`config.mk`:
```
export PLATFORM = sky130hd
export DESIGN_NAME = release_velocity_median_unit
export DESIGN_NICKNAME = d
export VERILOG_FILES = /design/src/rtl/core/rvm_pkg.sv /design/src/rtl/core/rvm_history.sv /design/src/rtl/core/rvm_rank_unit.sv /design/src/rtl/core/release_velocity_median_unit.sv
export SDC_FILE = /design/constraint.sdc
export NUM_CORES = 2
export LEC_CHECK = 0
export BUFFER_PORTS_ARGS = -buffer_cell sky130_fd_sc_hd__buf_2
export CELL_PAD_IN_SITES_DETAIL_PLACEMENT = 0
export CELL_PAD_IN_SITES_GLOBAL_PLACEMENT = 1
export CORE_MARGIN = 3
export CORE_UTILIZATION = 50
export CTS_CLUSTER_SIZE = 8
export DETAILED_ROUTE_END_ITERATION = 8
export GPL_TIMING_DRIVEN = 0
export PLACE_DENSITY = 0.75
export SLEW_MARGIN = 30
export SYNTH_ARGS = -nofsm -noshare
export SYNTH_HDL_FRONTEND = slang
export SYNTH_SLANG_ARGS = --single-unit
```
`constraint.sdc`:
```
create_clock -name clk -period 21.8 [get_ports clk]
set_input_delay 3.27 -clock clk [delete_from_list [all_inputs] [get_ports clk]]
set_output_delay 3.27 -clock clk [all_outputs]
set_load 0.05 [all_outputs]
```
`src/rtl/core/rvm_pkg.sv`:
```
package rvm_pkg;

    // Width of one velocity component (signed Q8.8).
    localparam int DATA_W = 16;

    // Components per sample: linear x, y, z, then angular x, y, z.
    localparam int NCOMP  = 6;
    localparam int COMP_W = $clog2(NCOMP);

    // Default depth of the sample ring.
    localparam int WINDOW_DEF = 8;

    // Fewest stored samples that give a valid estimate.
    localparam int MIN_VALID = 2;

    typedef logic signed [DATA_W-1:0] comp_t;

    // All six components of one sample, in component order.
    typedef logic [NCOMP-1:0][DATA_W-1:0] sample_t;

    typedef struct packed {
        logic  sample_finite;
        comp_t in_lin_x;
        comp_t in_lin_y;
        comp_t in_lin_z;
        comp_t in_ang_x;
        comp_t in_ang_y;
        comp_t in_ang_z;
    } in_word_t;

    typedef struct packed {
        logic  estimate_valid;
        comp_t med_lin_x;
        comp_t med_lin_y;
        comp_t med_lin_z;
        comp_t med_ang_x;
        comp_t med_ang_y;
        comp_t med_ang_z;
    } out_word_t;

    typedef enum logic [2:0] {
        ST_IDLE,
        ST_START,
        ST_SCAN,
        ST_MID,
        ST_DONE
    } rvm_state_t;

endpackage

```
`src/rtl/core/rvm_history.sv`:
```
module rvm_history #(
    parameter int WINDOW = rvm_pkg::WINDOW_DEF,
    parameter int IDX_W  = (WINDOW > 1) ? $clog2(WINDOW) : 1,
    parameter int CNT_W  = $clog2(WINDOW + 1)
) (
    input  logic                                       clk,
    input  logic                                       rst_n,
    input  logic                                       wr_en,
    input  rvm_pkg::sample_t                           wr_sample,
    input  logic [rvm_pkg::COMP_W-1:0]                 rd_comp,
    input  logic [IDX_W-1:0]                           rd_idx,
    output logic [WINDOW-1:0][rvm_pkg::DATA_W-1:0]     column,
    output logic [rvm_pkg::DATA_W-1:0]                 cand,
    output logic [CNT_W-1:0]                           fill
);

    // Ring of stored samples; entries at or beyond the fill count hold no sample and are masked out by the rank unit.
    logic [rvm_pkg::NCOMP-1:0][rvm_pkg::DATA_W-1:0] hist_reg [WINDOW];

    logic [IDX_W-1:0] slot_reg;
    logic [IDX_W-1:0] slot_next;
    logic [CNT_W-1:0] fill_reg;
    logic [CNT_W-1:0] fill_next;

    always_ff @(posedge clk)
    begin
        if (wr_en)
        begin
            hist_reg[slot_reg] <= wr_sample;
        end
    end

    always_comb
    begin
        slot_next = slot_reg;
        fill_next = fill_reg;
        if (wr_en)
        begin
            if (slot_reg == IDX_W'(WINDOW - 1))
            begin
                slot_next = '0;
            end
            else
            begin
                slot_next = slot_reg + IDX_W'(1);
            end
            if (fill_reg != CNT_W'(WINDOW))
            begin
                fill_next = fill_reg + CNT_W'(1);
            end
        end
    end

    always_ff @(posedge clk or negedge rst_n)
    begin
        if (!rst_n)
        begin
            slot_reg <= '0;
            fill_reg <= '0;
        end
        else
        begin
            slot_reg <= slot_next;
            fill_reg <= fill_next;
        end
    end

    always_comb
    begin
        for (int j = 0; j < WINDOW; j++)
        begin
            column[j] = hist_reg[j][rd_comp];
        end
    end

    assign cand = hist_reg[rd_idx][rd_comp];
    assign fill = fill_reg;

endmodule

```
`src/rtl/core/rvm_rank_unit.sv`:
```
module rvm_rank_unit #(
    parameter int WINDOW = rvm_pkg::WINDOW_DEF,
    parameter int CNT_W  = $clog2(WINDOW + 1)
) (
    input  logic [WINDOW-1:0][rvm_pkg::DATA_W-1:0] column,
    input  logic [CNT_W-1:0]                       fill,
    input  logic [rvm_pkg::DATA_W-1:0]             cand,
    output logic [CNT_W-1:0]                       less_cnt,
    output logic [CNT_W-1:0]                       leq_cnt
);

    // Counts the stored values strictly below and at most equal to the candidate.
    // The candidate sits at every sorted position p with less <= p < leq.
    logic [WINDOW-1:0] lt_flag;
    logic [WINDOW-1:0] le_flag;

    always_comb
    begin
        for (int j = 0; j < WINDOW; j++)
        begin
            lt_flag[j] = (CNT_W'(j) < fill) && ($signed(column[j]) < $signed(cand));
            le_flag[j] = (CNT_W'(j) < fill) && ($signed(column[j]) <= $signed(cand));
        end
    end

    always_comb
    begin
        less_cnt = '0;
        leq_cnt  = '0;
        for (int j = 0; j < WINDOW; j++)
        begin
            less_cnt = less_cnt + CNT_W'(lt_flag[j]);
            leq_cnt  = leq_cnt + CNT_W'(le_flag[j]);
        end
    end

endmodule

```
`src/rtl/core/release_velocity_median_unit.sv`:
```
// Sliding-window median of tracked motion samples. Each input word carries a
// linear and an angular velocity vector in signed Q8.8 plus a finite flag;
// finite samples enter a ring of the last WINDOW samples, and every word,
// kept or dropped, returns one output word holding the per-component median
// of the stored samples (for an even count, the floor of the mean of the two
// middle values). With fewer than two stored samples the output word has
// estimate_valid low and all medians zero. The median is found by one shared
// rank unit that compares a candidate sample against the whole stored column
// combinationally; a small sequencer walks the n stored samples for each of
// the six components, then forms the middle-value mean. The scan is skipped
// when fewer than two samples are stored. The input is not ready while a word
// is in work; a finished word waits in the output register without blocking
// the next input word.
module release_velocity_median_unit #(
    parameter int WINDOW = rvm_pkg::WINDOW_DEF
) (
    input  logic              clk,
    input  logic              rst_n,
    input  logic              in_valid,
    output logic              in_ready,
    input  rvm_pkg::in_word_t in_data,
    output logic              out_valid,
    input  logic              out_ready,
    output rvm_pkg::out_word_t out_data
);

    localparam int IDX_W = (WINDOW > 1) ? $clog2(WINDOW) : 1;
    localparam int CNT_W = $clog2(WINDOW + 1);

    rvm_pkg::rvm_state_t state_reg;
    rvm_pkg::rvm_state_t state_next;

    logic [rvm_pkg::COMP_W-1:0] comp_reg;
    logic [rvm_pkg::COMP_W-1:0] comp_next;
    logic [IDX_W-1:0]           idx_reg;
    logic [IDX_W-1:0]           idx_next;
    logic                       est_reg;
    logic                       est_next;

    // Lower and upper middle values of the current component.
    rvm_pkg::comp_t lo_reg;
    rvm_pkg::comp_t lo_next;
    rvm_pkg::comp_t hi_reg;
    rvm_pkg::comp_t hi_next;

    rvm_pkg::comp_t med_reg [rvm_pkg::NCOMP];
    logic           med_we;
    rvm_pkg::comp_t med_wdata;

    logic               out_valid_reg;
    logic               out_valid_next;
    rvm_pkg::out_word_t out_data_reg;
    rvm_pkg::out_word_t out_data_next;
    logic               out_load;

    logic                                       in_accept;
    logic                                       wr_en;
    rvm_pkg::sample_t                           wr_sample;
    logic [WINDOW-1:0][rvm_pkg::DATA_W-1:0]     column;
    logic [rvm_pkg::DATA_W-1:0]                 cand;
    logic [CNT_W-1:0]                           fill;
    logic [CNT_W-1:0]                           less_cnt;
    logic [CNT_W-1:0]                           leq_cnt;
    logic [CNT_W-1:0]                           pos_lo;
    logic [CNT_W-1:0]                           pos_hi;
    logic [rvm_pkg::DATA_W:0]                   mid_sum;

    assign in_accept = in_valid && in_ready;
    assign wr_en     = in_accept && in_data.sample_finite;

    assign wr_sample[0] = in_data.in_lin_x;
    assign wr_sample[1] = in_data.in_lin_y;
    assign wr_sample[2] = in_data.in_lin_z;
    assign wr_sample[3] = in_data.in_ang_x;
    assign wr_sample[4] = in_data.in_ang_y;
    assign wr_sample[5] = in_data.in_ang_z;

    rvm_history #(
        .WINDOW (WINDOW),
        .IDX_W  (IDX_W),
        .CNT_W  (CNT_W)
    ) u_history (
        .clk       (clk),
        .rst_n     (rst_n),
        .wr_en     (wr_en),
        .wr_sample (wr_sample),
        .rd_comp   (comp_reg),
        .rd_idx    (idx_reg),
        .column    (column),
        .cand      (cand),
        .fill      (fill)
    );

    rvm_rank_unit #(
        .WINDOW (WINDOW),
        .CNT_W  (CNT_W)
    ) u_rank (
        .column   (column),
        .fill     (fill),
        .cand     (cand),
        .less_cnt (less_cnt),
        .leq_cnt  (leq_cnt)
    );

    // Sorted positions of the two middle values. For an odd count both point
    // at the same element, and the mean below then returns it unchanged.
    assign pos_lo = (fill - CNT_W'(1)) >> 1;
    assign pos_hi = fill >> 1;

    // Sign-extended sum; dropping its low bit is the arithmetic right shift.
    assign mid_sum = {lo_reg[rvm_pkg::DATA_W-1], lo_reg}
                   + {hi_reg[rvm_pkg::DATA_W-1], hi_reg};

    always_comb
    begin
        state_next     = state_reg;
        comp_next      = comp_reg;
        idx_next       = idx_reg;
        est_next       = est_reg;
        lo_next        = lo_reg;
        hi_next        = hi_reg;
        med_we         = 1'b0;
        med_wdata      = mid_sum[rvm_pkg::DATA_W:1];
        in_ready       = 1'b0;
        out_load       = 1'b0;
        out_valid_next = out_valid_reg && !out_ready;

        unique case (state_reg)
            rvm_pkg::ST_IDLE:
            begin
                in_ready = 1'b1;
                if (in_valid)
                begin
                    state_next = rvm_pkg::ST_START;
                end
            end

            // The fill count now includes the newly stored sample.
            rvm_pkg::ST_START:
            begin
                comp_next = '0;
                idx_next  = '0;
                if (fill < CNT_W'(rvm_pkg::MIN_VALID))
                begin
                    est_next   = 1'b0;
                    state_next = rvm_pkg::ST_DONE;
                end
                else
                begin
                    est_next   = 1'b1;
                    state_next = rvm_pkg::ST_SCAN;
                end
            end

            rvm_pkg::ST_SCAN:
            begin
                if ((less_cnt <= pos_lo) && (leq_cnt > pos_lo))
                begin
                    lo_next = cand;
                end
                if ((less_cnt <= pos_hi) && (leq_cnt > pos_hi))
                begin
                    hi_next = cand;
                end
                if (CNT_W'(idx_reg) == fill - CNT_W'(1))
                begin
                    idx_next   = '0;
                    state_next = rvm_pkg::ST_MID;
                end
                else
                begin
                    idx_next = idx_reg + IDX_W'(1);
                end
            end

            rvm_pkg::ST_MID:
            begin
                med_we = 1'b1;
                if (comp_reg == rvm_pkg::COMP_W'(rvm_pkg::NCOMP - 1))
                begin
                    state_next = rvm_pkg::ST_DONE;
                end
                else
                begin
                    comp_next  = comp_reg + rvm_pkg::COMP_W'(1);
                    state_next = rvm_pkg::ST_SCAN;
                end
            end

            rvm_pkg::ST_DONE:
            begin
                if (!out_valid_reg || out_ready)
                begin
                    out_load       = 1'b1;
                    out_valid_next = 1'b1;
                    state_next     = rvm_pkg::ST_IDLE;
                end
            end

            default:
            begin
                state_next = rvm_pkg::ST_IDLE;
            end
        endcase
    end

    always_comb
    begin
        out_data_next = out_data_reg;
        if (out_load)
        begin
            if (est_reg)
            begin
                out_data_next.estimate_valid = 1'b1;
                out_data_next.med_lin_x      = med_reg[0];
                out_data_next.med_lin_y      = med_reg[1];
                out_data_next.med_lin_z      = med_reg[2];
                out_data_next.med_ang_x      = med_reg[3];
                out_data_next.med_ang_y      = med_reg[4];
                out_data_next.med_ang_z      = med_reg[5];
            end
            else
            begin
                out_data_next = '0;
            end
        end
    end

    always_ff @(posedge clk or negedge rst_n)
    begin
        if (!rst_n)
        begin
            state_reg     <= rvm_pkg::ST_IDLE;
            comp_reg      <= '0;
            idx_reg       <= '0;
            est_reg       <= 1'b0;
            out_valid_reg <= 1'b0;
        end
        else
        begin
            state_reg     <= state_next;
            comp_reg      <= comp_next;
            idx_reg       <= idx_next;
            est_reg       <= est_next;
            out_valid_reg <= out_valid_next;
        end
    end

    always_ff @(posedge clk)
    begin
        lo_reg       <= lo_next;
        hi_reg       <= hi_next;
        out_data_reg <= out_data_next;
        if (med_we)
        begin
            med_reg[comp_reg] <= med_wdata;
        end
    end

    assign out_valid = out_valid_reg;
    assign out_data  = out_data_reg;

    // The fill count never exceeds the window depth.
    assert property (@(posedge clk) disable iff (!rst_n)
        fill <= CNT_W'(WINDOW))
        else $error("fill count beyond window depth");

    // A stored sample grows a partly filled window by exactly one.
    assert property (@(posedge clk) disable iff (!rst_n)
        (wr_en && (fill != CNT_W'(WINDOW))) |=> (fill == $past(fill) + CNT_W'(1)))
        else $error("fill count did not advance on a stored sample");

    // The scan only visits stored entries.
    assert property (@(posedge clk) disable iff (!rst_n)
        (state_reg == rvm_pkg::ST_SCAN) |-> (CNT_W'(idx_reg) < fill))
        else $error("scan index outside stored samples");

    // An output word without a valid estimate carries zero medians.
    assert property (@(posedge clk) disable iff (!rst_n)
        (out_valid && !out_data.estimate_valid) |->
            (out_data.med_lin_x == '0 && out_data.med_lin_y == '0 &&
             out_data.med_lin_z == '0 && out_data.med_ang_x == '0 &&
             out_data.med_ang_y == '0 && out_data.med_ang_z == '0))
        else $error("invalid estimate with nonzero medians");

endmodule

```
==> flow_metrics.tcl <==
set metrics [dict create \
    status "completed" \
    hpwl_mm 151 \
    grt_pass1_vias 34100 \
    cp.arrival_ns 10.93 \
    gp_congestion 1.07 \
    setup_viol 0 \
    crit_required_ns 22.26 \
    async_flop_share_pct 1.78 \
    dr.first_iter.drc_count 6033 \
    layout-drive-gt1-share_pct 29.1 \
    ys_seq_area_share_pct 63.3 \
    num-fill-cells 6937 \
    clkTransAtPathRegs_ns 0.05 \
    finalWorstSetupSlack_ns 11.33 \
    post_cts_resized 0 \
    cp_max_fo 10 \
    synth.distinct_cells 60 \
    root_buffer "clkbuf_16" \
    grt_max_degree 58 \
    die_h_um 315 \
    place_inst 4652 \
    start_util_pct 50.9 \
    grt-ovfl-total 0 \
    syn_inst 3026 \
    drv_slew 0 \
    antenna_found_initial 13 \
    grt_pass1_wl_mm 276 \
    drt_wl_total_mm 207 \
    vdd_drop_max_v 0.000185 \
    ant_nets 0 \
    ios 200 \
    fp-row-count 112 \
    drt-pass1-iter-count 8 \
    syn_nets 3306 \
    grt_usage_pct 41.8 \
    p_per_area_mw_per_mm2 191 \
    synth_top_cell_by_area "edfxtp_1" \
    portBuffers 199 \
    post_cts_buffers 0 \
    criticalPathCategory "flop to flop" \
    instances_no_fill 4844 \
    worst_setup_path_end_kind "flop" \
    syn_area_mm2 0.0478 \
    wl_per_cell_um 42.8 \
    power_mw 11.0 \
    nNetsFinal 3826 \
    die_width_um 315 \
    ys_top_cells_by_count "edfxtp_1, a21oi_1, mux4_2" \
    post-route-period-util_pct 48.0 \
    rsz0062_at_grt "no" \
    hold_viol 0 \
    cts.sinks 1011 \
    remaining_drc_errors 0 \
    synth_top_area_share_pct 62.3 \
    vias_per_cell 7.12 \
    leakage_nw 20.0 \
    min_period_ns 10.47 \
    max_freq_ghz 0.0955 \
    yosys_warnings 0 \
    vias 34500 \
    skew_ns 0.0305 \
    die_area_mm2 0.0994 \
    ys.flop_type "edfxtp_1" \
    yosysMostFrequentCell "edfxtp_1" \
    synthTopCellsByArea "edfxtp_1, mux4_2, ha_1" \
    largest_reg_flops 768 \
    hold_class "flop to flop" \
    syn2layout_area_growth_pct 20.0 \
    holdBufCountCts 0 \
    slew_headroom_pct 16.4 \
    syn_area_per_cell_um2 15.8 \
    dpl_worst_slack_ns 11.84 \
    htree_levels 4 \
    reg2reg_slack_ns 11.33 \
    worstMarginPinSlew_ns 1.25 \
    synth-edff-count 993 \
    startpoint_type "flop" \
    cts_buffer_depth 3 \
    fin_setup_tns_ns 0 \
    tritoncts "done" \
    core_area_mm2 0.0940 \
    max-cap-violations 0 \
    cts_buffers 145 \
    clkLatencyLatePin_ns 0.78 \
    yosys_register_bits 1011 \
]
-- area by class of cell --
| class | instances | area, µm² | share of cell area, % |
|---|---|---|---|
| sequential | 1011 | 30300 | 52.7 |
| multi-input combinational | 1750 | 16800 | 29.2 |
| clock buffer | 172 | 3860 | 6.72 |
| timing repair buffer | 373 | 3500 | 6.10 |
| tap | 1254 | 1570 | 2.73 |
| buffer | 194 | 946 | 1.65 |
| inverter | 71 | 267 | 0.464 |
| clock inverter | 10 | 206 | 0.360 |
| antenna | 9 | 22.5 | 0.0392 |
-- per-layer routing --
metal | routed length (µm) | global-route usage [%] | vias to the layer above | share of wire, %
li1 | - | - | 13300 | -
met1 | 66100 | 46.9 | 17100 | 32
met2 | 90000 | 61.7 | 3174 | 43
met3 | 30200 | 18.7 | 912 | 15
met4 | 20800 | 33.1 | 13 | 10
met5 | 327 | 2.77 | - | 0.16
-- final timing paths --
path / cells after the start / end / startpoint
worst max-delay path: 25 / hi_reg[9]$_DFFE_PP_ / comp_reg[2]$_DFFE_PN0P_
worst min-delay path: 1 / out_data[64]$_SDFFCE_PN0P_ / med_reg[1][0]$_DFFE_PP_
worst max register to register: 25 / hi_reg[9]$_DFFE_PP_ / comp_reg[2]$_DFFE_PN0P_
worst min register to register: 1 / out_data[64]$_SDFFCE_PN0P_ / med_reg[1][0]$_DFFE_PP_
max in group asynchronous: 1 / est_reg$_DFFE_PN0P_ / rst_n
min in group asynchronous: 1 / state_reg[0]$_DFFE_PN0P_ / rst_n
-- placed cells by master, fill, tap and decap left out, types with 9 or more instances in the layout --
cell type	n
buf_6	33
nand2_1	93
a221oi_4	13
buf_4	71
mux2_2	107
buf_2	256
a21oi_1	271
o21ai_0	54
a221oi_1	99
clkbuf_1	80
nor2_1	138
a21o_1	26
xnor2_1	15
nand3_1	26
mux2i_1	139
and2_1	99
clkbuf_16	151
fa_1	9
dfrtp_1	18
ha_1	170
o22ai_1	24
buf_16	55
inv_1	68
clkbuf_2	84
diode_2	9
nor2b_1	13
a22oi_1	64
nor3_1	13
edfxtp_1	993
a221o_1	10
nand4_1	20
o21a_1	14
mux4_2	225
-- logic make-up after synthesis --
group / share of synthesized area (%)
flops: 63.3
compound gates: 8.61
mux: 16.0
simple gates: 4.58
buf+inv: 2.28
fa+ha+maj: 4.82
xor+xnor: 0.403
-- critical path, cell delays in order, from the launching register on --
cell and delay [ns]:
dfrtp_1 0.32, clkbuf_1 0.66, buf_2 0.43, buf_2 0.58, buf_2 0.52, nand2_1 0.53
clkbuf_1 0.52, o22ai_1 0.90, ha_1 0.46, and4_1 0.20, nand4_1 0.16, nor3_1 0.11
a221oi_1 0.46, mux2i_1 0.52, o21ai_0 0.22, fa_1 0.53, fa_1 0.52, fa_1 0.49
fa_1 0.50, inv_1 0.07, ha_1 0.30, nor2b_1 0.13, o21a_1 0.11, o21ai_0 0.16
a211oi_4 0.53, buf_6 0.22
-- where the power goes --
| group | internal (mW) | leakage, nW | switching, mW |
|---|---|---|---|
| clock network | 1.25 | 1.98 | 0.816 |
| registers | 2.53 | 9.18 | 0.0576 |
| logic | 2.17 | 8.86 | 4.15 |
| total | 5.96 | 20.0 | 5.02 |
-- per-stage QoR --
step,utilization [%],instance area [µm²],hold slack (ns)
finish,61.1,57400,0.519
global route,61.0,57400,0.537
CTS,61.0,57400,0.520
detailed placement,56.7,53300,0.509
global placement,53.6,50400,0.499
floorplan,-,47800,0.497
Power figures use the tool's default switching activity.
